File: config.mk
export PLATFORM = sky130hd
export DESIGN_NAME = pedestal_pulse_splitter_flat
export DESIGN_NICKNAME = d
export VERILOG_FILES = /design/src/design/pps_pkg.sv /design/src/design/pps_if.sv /design/src/design/pps_pedestal.sv /design/src/design/pedestal_pulse_splitter.sv /design/src/flat_wrapper.sv
export SDC_FILE = /design/constraint.sdc
export NUM_CORES = 1
export LEC_CHECK = 0
export ABC_AREA = 1
export BUFFER_PORTS_ARGS = -buffer_cell sky130_fd_sc_hd__buf_2
export CORE_MARGIN = 2
export CORE_UTILIZATION = 30
export CTS_CLUSTER_SIZE = 40
export DETAILED_ROUTE_END_ITERATION = 8
export GPL_ROUTABILITY_DRIVEN = 0
export SYNTH_ARGS = -nofsm -noshare
export SYNTH_HDL_FRONTEND = slang
export SYNTH_HIERARCHICAL = 1
export SYNTH_SLANG_ARGS = --single-unit
File: constraint.sdc
create_clock -name clk -period 6.66 [get_ports clk]
set_input_delay 0.999 -clock clk [delete_from_list [all_inputs] [get_ports clk]]
set_output_delay 0.999 -clock clk [all_outputs]
set_load 0.05 [all_outputs]
File: src/design/pps_pkg.sv
// shared types and constants of the pedestal pulse splitter
package pps_pkg;

  localparam int SAMPLE_W    = 12;
  localparam int VALUE_W     = 13;
  localparam int INDEX_W     = 10;
  localparam int SUM_W       = 17;
  localparam int THR_W       = 12;

  localparam int PED_SAMPLES = 30;
  localparam int MAX_SAMPLES = 1024;
  localparam int MAX_INDEX   = MAX_SAMPLES - 1;

  localparam int RECIP_SHIFT = 21;
  localparam int RECIP       = (1 << RECIP_SHIFT) / PED_SAMPLES;
  localparam int RECIP_W     = 17;
  localparam int PROD_W      = SUM_W + RECIP_W;

  localparam int THR_RESET   = 10;
  localparam int PREV_RESET  = 20;
  localparam int PREV2_RESET = 10;

  typedef logic [SAMPLE_W-1:0]       sample_t;
  typedef logic signed [VALUE_W-1:0] value_t;
  typedef logic [INDEX_W-1:0]        index_t;
  typedef logic [SUM_W-1:0]          sum_t;
  typedef logic [THR_W-1:0]          thr_t;

  typedef struct packed {
    sample_t quot;
    logic    rem_nz;
  } ped_t;

endpackage

File: src/design/pps_if.sv
// stream and configuration interfaces of the pedestal pulse splitter
interface pps_sample_if;
  logic            valid;
  logic            ready;
  pps_pkg::sample_t sample;
  logic            last_sample;

  modport source(output valid, sample, last_sample, input ready);
  modport sink(input valid, sample, last_sample, output ready);
endinterface

interface pps_pulse_if;
  logic            valid;
  logic            ready;
  pps_pkg::value_t corrected_value;
  logic            new_pulse;
  pps_pkg::index_t sample_index;

  modport source(output valid, corrected_value, new_pulse, sample_index, input ready);
  modport sink(input valid, corrected_value, new_pulse, sample_index, output ready);
endinterface

interface pps_cfg_if;
  logic           valid;
  logic           ready;
  pps_pkg::thr_t  data;

  modport source(output valid, data, input ready);
  modport sink(input valid, data, output ready);
endinterface

File: src/design/pps_pedestal.sv
// pedestal accumulator with quotient and remainder-nonzero flag by the pedestal length
module pps_pedestal (
  input  logic             clk,
  input  logic             acc,
  input  pps_pkg::index_t  idx,
  input  pps_pkg::sample_t sample,
  output pps_pkg::ped_t    ped
);

  pps_pkg::sum_t              sum;
  pps_pkg::sum_t              sum_d;
  logic [pps_pkg::PROD_W-1:0] prod;
  pps_pkg::sample_t           quot0;
  pps_pkg::sum_t              rem0;
  logic                       rem_ge;
  pps_pkg::ped_t              ped_next;

  always_ff @(posedge clk) begin
    if (acc) begin
      if (idx == '0) begin
        sum <= pps_pkg::SUM_W'(sample);
      end else if (idx < pps_pkg::INDEX_W'(pps_pkg::PED_SAMPLES)) begin
        sum <= sum + pps_pkg::SUM_W'(sample);
      end
    end
  end

  // reciprocal multiply, corrected by one step below
  always_ff @(posedge clk) begin
    prod  <= pps_pkg::PROD_W'(sum) * pps_pkg::PROD_W'(pps_pkg::RECIP);
    sum_d <= sum;
    ped   <= ped_next;
  end

  always_comb begin
    quot0  = prod[pps_pkg::RECIP_SHIFT +: pps_pkg::SAMPLE_W];
    rem0   = sum_d - pps_pkg::SUM_W'(pps_pkg::SUM_W'(quot0) *
             pps_pkg::SUM_W'(pps_pkg::PED_SAMPLES));
    rem_ge = rem0 >= pps_pkg::SUM_W'(pps_pkg::PED_SAMPLES);
    if (rem_ge) begin
      ped_next.quot   = quot0 + pps_pkg::SAMPLE_W'(1);
      ped_next.rem_nz = rem0 != pps_pkg::SUM_W'(pps_pkg::PED_SAMPLES);
    end else begin
      ped_next.quot   = quot0;
      ped_next.rem_nz = rem0 != '0;
    end
  end

endmodule

File: src/design/pedestal_pulse_splitter.sv
// top level: pedestal subtraction and threshold pulse splitting
//
// channel   dir  modport  payload
// samples   in   sink     sample[11:0], last_sample
// pulses    out  source   corrected_value[12:0] signed, new_pulse, sample_index[9:0]
// cfg       in   sink     data[11:0] -> pulse_threshold
//
// one sample per cycle while no stalled result holds the flow; a sample beat lands in the
// input register and its result, if one is emitted, in the result register after it
// the pedestal quotient settles in the multiply and correct registers while the
// skipped sample passes
// rst is synchronous and resets count, pulse state, history, threshold and the valid flags
// a stalled result holds the input register; a new beat still enters when
// the result is taken in the same cycle
module pedestal_pulse_splitter (
  input logic         clk,
  input logic         rst,
  pps_sample_if.sink  samples,
  pps_pulse_if.source pulses,
  pps_cfg_if.sink     cfg
);

  pps_pkg::thr_t    threshold;
  pps_pkg::index_t  count;
  logic             in_acc;

  logic             s1_valid;
  pps_pkg::sample_t s1_sample;
  pps_pkg::index_t  s1_idx;
  logic             s1_last;

  pps_pkg::ped_t    ped;

  logic             in_pulse;
  pps_pkg::value_t  prev;
  pps_pkg::value_t  prev2;

  logic             out_valid;
  pps_pkg::value_t  out_value;
  logic             out_new;
  pps_pkg::index_t  out_index;

  logic             out_free;
  logic             fire;
  logic             active;
  pps_pkg::value_t  diff;
  logic             diff_pos;
  pps_pkg::value_t  value;
  pps_pkg::value_t  thr_s;
  logic             emit;
  logic             fresh;
  logic             in_pulse_next;

  assign cfg.ready     = 1'b1;
  assign out_free      = !out_valid || pulses.ready;
  assign fire          = s1_valid && out_free;
  assign samples.ready = !s1_valid || out_free;
  assign in_acc        = samples.valid && samples.ready;

  assign pulses.valid           = out_valid;
  assign pulses.corrected_value = out_value;
  assign pulses.new_pulse       = out_new;
  assign pulses.sample_index    = out_index;

  pps_pedestal u_pedestal (
    .clk    (clk),
    .acc    (in_acc),
    .idx    (count),
    .sample (samples.sample),
    .ped    (ped)
  );

  always_ff @(posedge clk) begin
    if (rst) begin
      threshold <= pps_pkg::THR_W'(pps_pkg::THR_RESET);
    end else if (cfg.valid && cfg.ready) begin
      threshold <= cfg.data;
    end
  end

  always_ff @(posedge clk) begin
    if (rst) begin
      count <= '0;
    end else if (in_acc) begin
      if (samples.last_sample) begin
        count <= '0;
      end else if (count < pps_pkg::INDEX_W'(pps_pkg::MAX_INDEX)) begin
        count <= count + pps_pkg::INDEX_W'(1);
      end
    end
  end

  always_ff @(posedge clk) begin
    if (rst) begin
      s1_valid <= 1'b0;
    end else if (in_acc) begin
      s1_valid <= 1'b1;
    end else if (fire) begin
      s1_valid <= 1'b0;
    end
  end

  always_ff @(posedge clk) begin
    if (in_acc) begin
      s1_sample <= samples.sample;
      s1_idx    <= count;
      s1_last   <= samples.last_sample;
    end
  end

  // trunc((30*s - sum)/30) from sum = 30*quot + rem
  always_comb begin
    active   = s1_idx > pps_pkg::INDEX_W'(pps_pkg::PED_SAMPLES);
    diff     = $signed({1'b0, s1_sample}) - $signed({1'b0, ped.quot});
    diff_pos = !diff[pps_pkg::VALUE_W-1] && (diff != '0);
    value    = (ped.rem_nz && diff_pos) ? diff - pps_pkg::VALUE_W'(1) : diff;
    thr_s    = $signed({1'b0, threshold});

    emit          = 1'b0;
    fresh         = 1'b0;
    in_pulse_next = in_pulse;
    if (!in_pulse) begin
      if (value > thr_s) begin
        in_pulse_next = 1'b1;
        emit          = 1'b1;
        fresh         = 1'b1;
      end
    end else if (value < thr_s) begin
      in_pulse_next = 1'b0;
    end else if (prev2 < prev || value <= prev) begin
      emit = 1'b1;
    end else begin
      emit  = 1'b1;
      fresh = 1'b1;
    end
  end

  always_ff @(posedge clk) begin
    if (rst) begin
      in_pulse <= 1'b0;
      prev     <= pps_pkg::VALUE_W'(pps_pkg::PREV_RESET);
      prev2    <= pps_pkg::VALUE_W'(pps_pkg::PREV2_RESET);
    end else if (fire) begin
      if (s1_last) begin
        in_pulse <= 1'b0;
        prev     <= pps_pkg::VALUE_W'(pps_pkg::PREV_RESET);
        prev2    <= pps_pkg::VALUE_W'(pps_pkg::PREV2_RESET);
      end else if (active) begin
        in_pulse <= in_pulse_next;
        prev     <= value;
        prev2    <= prev;
      end
    end
  end

  always_ff @(posedge clk) begin
    if (rst) begin
      out_valid <= 1'b0;
    end else if (fire && active && emit) begin
      out_valid <= 1'b1;
    end else if (pulses.ready) begin
      out_valid <= 1'b0;
    end
  end

  always_ff @(posedge clk) begin
    if (fire && active && emit) begin
      out_value <= value;
      out_new   <= fresh;
      out_index <= s1_idx;
    end
  end

endmodule

File: src/flat_wrapper.sv
// flat-port wrapper written by rule: the top's interface ports become plain ports
module pedestal_pulse_splitter_flat 
  (clk, rst, samples_valid, samples_sample, samples_last_sample, samples_ready, pulses_valid, pulses_corrected_value, pulses_new_pulse, pulses_sample_index, pulses_ready, cfg_valid, cfg_data, cfg_ready);
  pps_sample_if samples_i ();
  pps_pulse_if pulses_i ();
  pps_cfg_if cfg_i ();
  input logic clk;
  input logic rst;
  input wire logic [$bits(samples_i.valid)-1:0] samples_valid;
  input wire logic [$bits(samples_i.sample)-1:0] samples_sample;
  input wire logic [$bits(samples_i.last_sample)-1:0] samples_last_sample;
  output wire logic [$bits(samples_i.ready)-1:0] samples_ready;
  output wire logic [$bits(pulses_i.valid)-1:0] pulses_valid;
  output wire logic [$bits(pulses_i.corrected_value)-1:0] pulses_corrected_value;
  output wire logic [$bits(pulses_i.new_pulse)-1:0] pulses_new_pulse;
  output wire logic [$bits(pulses_i.sample_index)-1:0] pulses_sample_index;
  input wire logic [$bits(pulses_i.ready)-1:0] pulses_ready;
  input wire logic [$bits(cfg_i.valid)-1:0] cfg_valid;
  input wire logic [$bits(cfg_i.data)-1:0] cfg_data;
  output wire logic [$bits(cfg_i.ready)-1:0] cfg_ready;
  assign samples_i.valid = samples_valid;
  assign samples_i.sample = samples_sample;
  assign samples_i.last_sample = samples_last_sample;
  assign samples_ready = samples_i.ready;
  assign pulses_valid = pulses_i.valid;
  assign pulses_corrected_value = pulses_i.corrected_value;
  assign pulses_new_pulse = pulses_i.new_pulse;
  assign pulses_sample_index = pulses_i.sample_index;
  assign pulses_i.ready = pulses_ready;
  assign cfg_i.valid = cfg_valid;
  assign cfg_i.data = cfg_data;
  assign cfg_ready = cfg_i.ready;
  pedestal_pulse_splitter u_core (.clk(clk), .rst(rst), .samples(samples_i), .pulses(pulses_i), .cfg(cfg_i));
endmodule
-- After elaboration in Yosys (flattened, before gate mapping)
Cells that the tools add are included.
- eq/ne operators: 1
- multiply operators: 2
- muxes and demuxes: 22
- reductions and logical operators: 23
- $add $sub $neg: 6
- $lt $le $gt $ge: 8
- divide/modulo/power cells: 0
- shift operators: 0
- bitwise logic cells: 0
- operators with widths (kind ; number):
    $mux 13 ; 6
    $mul 17x17->33 const B ; 1
    $lt 13x13->1 ; 2
    $mux 10 ; 2
    $add 17x12->17 ; 1
    $ge 17x5->1 const B ; 1
    $mux 17 ; 1
    $ne 17x5->1 const B ; 1
    $reduce_bool 17->1 ; 1
    $sub 17x17->17 ; 1
    $mul 12x4->16 const B ; 1
    $gt 13x13->1 ; 1
    $le 13x13->1 ; 1
    $reduce_bool 13->1 ; 1
    $sub 12x12->13 ; 1
    $sub 13x2->13 const B ; 1
    $add 12x1->12 const B ; 1
    $mux 1 ; 12
    $mux 12 ; 1
    $add 10x1->10 const B ; 1
    $gt 10x5->1 const B ; 1
    $logic_not 10->1 ; 1
    $lt 10x10->1 const B ; 1
    $lt 10x5->1 const B ; 1
    5 further kinds ; 20
- memories: 0
- register bits after elaboration: 178
- bits in read-only memories: 0
- output and inout port bits: 27
- bits in latches: 0
- bits of input ports: 30
- RAM bits: 0

-- Longest topological paths before layout
- depth in word-level cells: 10
- mapped depth: 34

-- Hierarchy
Netlist, hierarchy kept.
- modules (own cells, without submodules) (module ; area each (um^2) ; instances ; cells an instance ; sequential area each (um^2)):
    pps_pedestal ; 7473.4 ; 1 ; 981 ; 1351.3
    pedestal_pulse_splitter ; 5664.2 ; 1 ; 702 ; 2432.3

-- Worst setup path after synthesis
OpenSTA, ideal clock, no wires.
- path type: register to register
- start point: reg u_core/u_pedestal/prod[23] in the netlist's numbering
- end point: reg u_core/u_pedestal/ped[10] (netlist name)
- path slack: 2406 ps
- cell stages (with the launch flop): 26
- period minus slack after synthesis: 4254 ps
- library setup time: 113 ps
- data required time: 6547 ps
- buffers on the path: 0
- arrival time: 4141 ps
- cell sequence: dfxtp_1 inv_1 fa_1 fa_1 inv_1 ha_1 a21oi_1 nand2_1 a21oi_1 o21ai_0 nand2_1 nand2_1 a21oi_1 xor2_1 ha_1 nand2_1 nor2_1 and2_1 nand2_1 nand2_1 nand3_1 nand2_1 nor2_2 nand4_4 nand2_1 nand2_1
- RTL lines (item ; line ; source):
    start: declaration ; pps_pedestal.sv:12 ; logic [pps_pkg::PROD_W-1:0] prod;
    start signal: assignment ; pps_pedestal.sv:30 ; prod <= pps_pkg::PROD_W'(sum) * pps_pkg::PROD_W'(pps_pkg::RECIP);

==> results.sh <==
export IMPL_clkTransAtPathRegs_ns=0.07
export IMPL_clock_sinks=157
export IMPL_rsz0062_at_grt="no"
export IMPL_tightest_slew_ns=1.08
export IMPL_cts_max_level=4
export IMPL_wl_um=31900
export IMPL_cts_tree="done"
export IMPL_ios=57
export IMPL_drtIter0Drc=705
export IMPL_dp_hpwl_um=26000
export IMPL_core_area_sq_um=43200
export IMPL_die_h_um=213
export IMPL_ys_top_cells_by_area="ha_1 (19%), edfxtp_1 (15%), dfxtp_1 (14%)"
export IMPL_cts_resized=0
export IMPL_final_nets=2009
export IMPL_yosys_area_top_type="ha_1"
export IMPL_grt_pass1_wl_um=52200
export IMPL_syn_inst=1683
export IMPL_die_w_um=213
export IMPL_worstPathCellList="inv_1, fa_1, fa_1, inv_1, ha_1, a21oi_1, nand2_1, a21o_1, a21oi_1, xor2_1, ha_1, nand2_1, nor2_1, nand3_1, nand4_1, nand3_1, nor2_2, nand4_4, nand2_1, nand2_1"
export IMPL_synth_area_sq_um=13100
export IMPL_portBuffers=55
export IMPL_fin_crit_ns=5.09
export IMPL_setup_viol=0
export IMPL_seq_area_frac_synth=0.288
export IMPL_crit_type="flop to flop"
export IMPL_slew_viol_final=0
export IMPL_fmax_mhz=196
export IMPL_syn_nets=1950
export IMPL_via_per_inst=4.64
export IMPL_drc=0
export IMPL_cp_num_buf_inv=2
export IMPL_crit_fanout=11
export IMPL_cts_root_buf="clkbuf_16"
export IMPL_fp_dieArea_sq_um=45500
export IMPL_setup_tns_ns=0
export IMPL_holdBufCountCts=0
export IMPL_yosysWarnings=6
export IMPL_diodes=0
export IMPL_antenna_found_initial=0
export IMPL_cp_end_kind="flop"
export IMPL_final_period_utilization=0.765
export IMPL_cpMostUsedCell="nand2_1"
export IMPL_synthDistinctLibCells=55
export IMPL_grt_overflow=0
export IMPL_hold_path_class="flop to flop"
export IMPL_fin_skew_ns=0.0108
export IMPL_worstPathArrival_ns=5.42
export IMPL_drive_above_1_share=0.0969
export IMPL_synth_top_area_share=0.189
export IMPL_initial_core_util=0.304
export IMPL_hold_viol=0
export IMPL_postRouteAntennaNets=0
export IMPL_firstDrtPassIters=5
export IMPL_vias=10900
export IMPL_grt_max_degree=32
export IMPL_clk_latency_ns=0.44
export IMPL_clockBufferDepth=2
export IMPL_grt_usage=0.145
export IMPL_cts_buffers=17
export IMPL_area_growth_pct=11.7
export IMPL_slew_headroom=0.278
export IMPL_status="finished clean"
export IMPL_path_delay_family="simple AND/OR/NAND/NOR gates"
export IMPL_slowest_stage="fa_1"
export IMPL_wl_per_cell_um=13.6
export IMPL_ys_ff_latch=157
export IMPL_syn_area_per_cell_sq_um=7.81
export IMPL_cpPeakStageDelay_ns=0.52
export IMPL_maxCapViolations=0
export IMPL_cp_required_ns=6.99
export IMPL_grt_pass1_vias=10600
export IMPL_cts_setup_buffers=0
export IMPL_startpoint_type="flop"
export IMPL_rows=76
[final timing paths]
kind | start | endpoint | slack [ns] | cells after the start
worst max-delay path | u_core/u_pedestal/prod[24] | u_core/u_pedestal/ped[7] | 1.57 | 20
worst min-delay path | u_core/s1_idx[7] | u_core/pulses.sample_index[7] | 0.44 | 0
worst max register to register | u_core/u_pedestal/prod[24] | u_core/u_pedestal/ped[7] | 1.57 | 20
worst min register to register | u_core/s1_idx[7] | u_core/pulses.sample_index[7] | 0.44 | 0
[placed cells by master (no fill, tap or decap), drive strengths merged, types with 5 or more instances in the layout]
cell | netlist | final
inv | 284 | 288
xnor2 | 21 | 21
nor3b | 5 | 5
xor2 | 34 | 34
nor2 | 104 | 104
and2 | 5 | 5
nand2 | 440 | 440
o21ai | 55 | 55
ha | 198 | 198
clkbuf | 8 | 24
nand3 | 89 | 89
a21o | 9 | 9
buf | 9 | 57
nor3 | 26 | 26
fa | 39 | 39
edfxtp | 64 | 64
dfxtp | 93 | 93
o31ai | 5 | 5
nand4 | 29 | 29
a21oi | 125 | 125
a31oi | 8 | 8
[metal layers]
layer  track usage  share of wire  up-vias
met3        0.0227          0.042       18
met5             0              0        -
met4        0.0398          0.013        0
met2         0.247           0.46      198
met1         0.191           0.48     5033
li1              -              -     5612
[cells in the mapped netlist (all sizes together)]
cell type,instances
and2,5
o21a,3
o21ai,55
a41oi,1
nor3b,5
o31ai,5
nand4,29
nand3,89
a211oi,2
a21oi,125
nand3b,3
nand2,440
nor4,4
nor2,104
or4,1
o2111ai,3
or2,2
a31oi,8
inv,284
buf,9
nor3,26
conb,1
a21boi,4
dfxtp,93
o21bai,3
clkinv,1
xnor2,21
a21o,9
clkbuf,8
o211ai,4
fa,39
ha,198
edfxtp,64
a221oi,1
xor2,34
[kinds of logic after synthesis]
logic type / after synthesis / synth area share
flops: 157 / 0.288
fa+ha+maj: 237 / 0.248
compound gates: 223 / 0.0947
xor+xnor: 55 / 0.0378
other cells: 1 / 0.000285
simple gates: 708 / 0.242
buf+inv: 302 / 0.0894
[metrics by stage]
step / hold WS [ns] / area [sq um] / std cells / utilization / setup slack (ns)
floorplan: 0.381 / 13100 / 1683 / - / 2.41
global placement: 0.427 / 14100 / 2308 / 0.326 / 1.66
detailed placement: 0.430 / 14100 / 2308 / 0.326 / 1.58
CTS: 0.448 / 14700 / 2340 / 0.340 / 1.57
global route: 0.457 / 14700 / 2340 / 0.340 / 1.05
finish: 0.443 / 14700 / 2340 / 0.340 / 1.57
[sequential cells by signal (all words and copies together) (netlist names)]
register                       flops
u_core/u_pedestal/sum             17
u_core/u_pedestal/prod            16
u_core/prev2                      13
u_core/prev                       13
u_core/pulses.corrected_value     13
u_core/u_pedestal/ped             13
u_core/u_pedestal/sum_d           13
u_core/s1_sample                  12
u_core/threshold                  12
u_core/count                      10
u_core/pulses.sample_index        10
u_core/s1_idx                     10
u_core/in_pulse                    1
u_core/pulses.new_pulse            1
u_core/pulses.valid                1
u_core/s1_last                     1
u_core/s1_valid                    1
[area by class of cell]
cell class / count / area, sq um
clock inverters: 8 / 65.1
clock buffers: 24 / 547
well taps: 585 / 732
inverters: 285 / 1070
multi-input cells: 1224 / 8190
fillers: 4595 / 28500
repair buffers: 57 / 290
flip-flops and latches: 157 / 3780
Power is left out: the tool's default activity adds up to more than one toggle a clock period on the data nets, which glitch-free logic cannot reach.
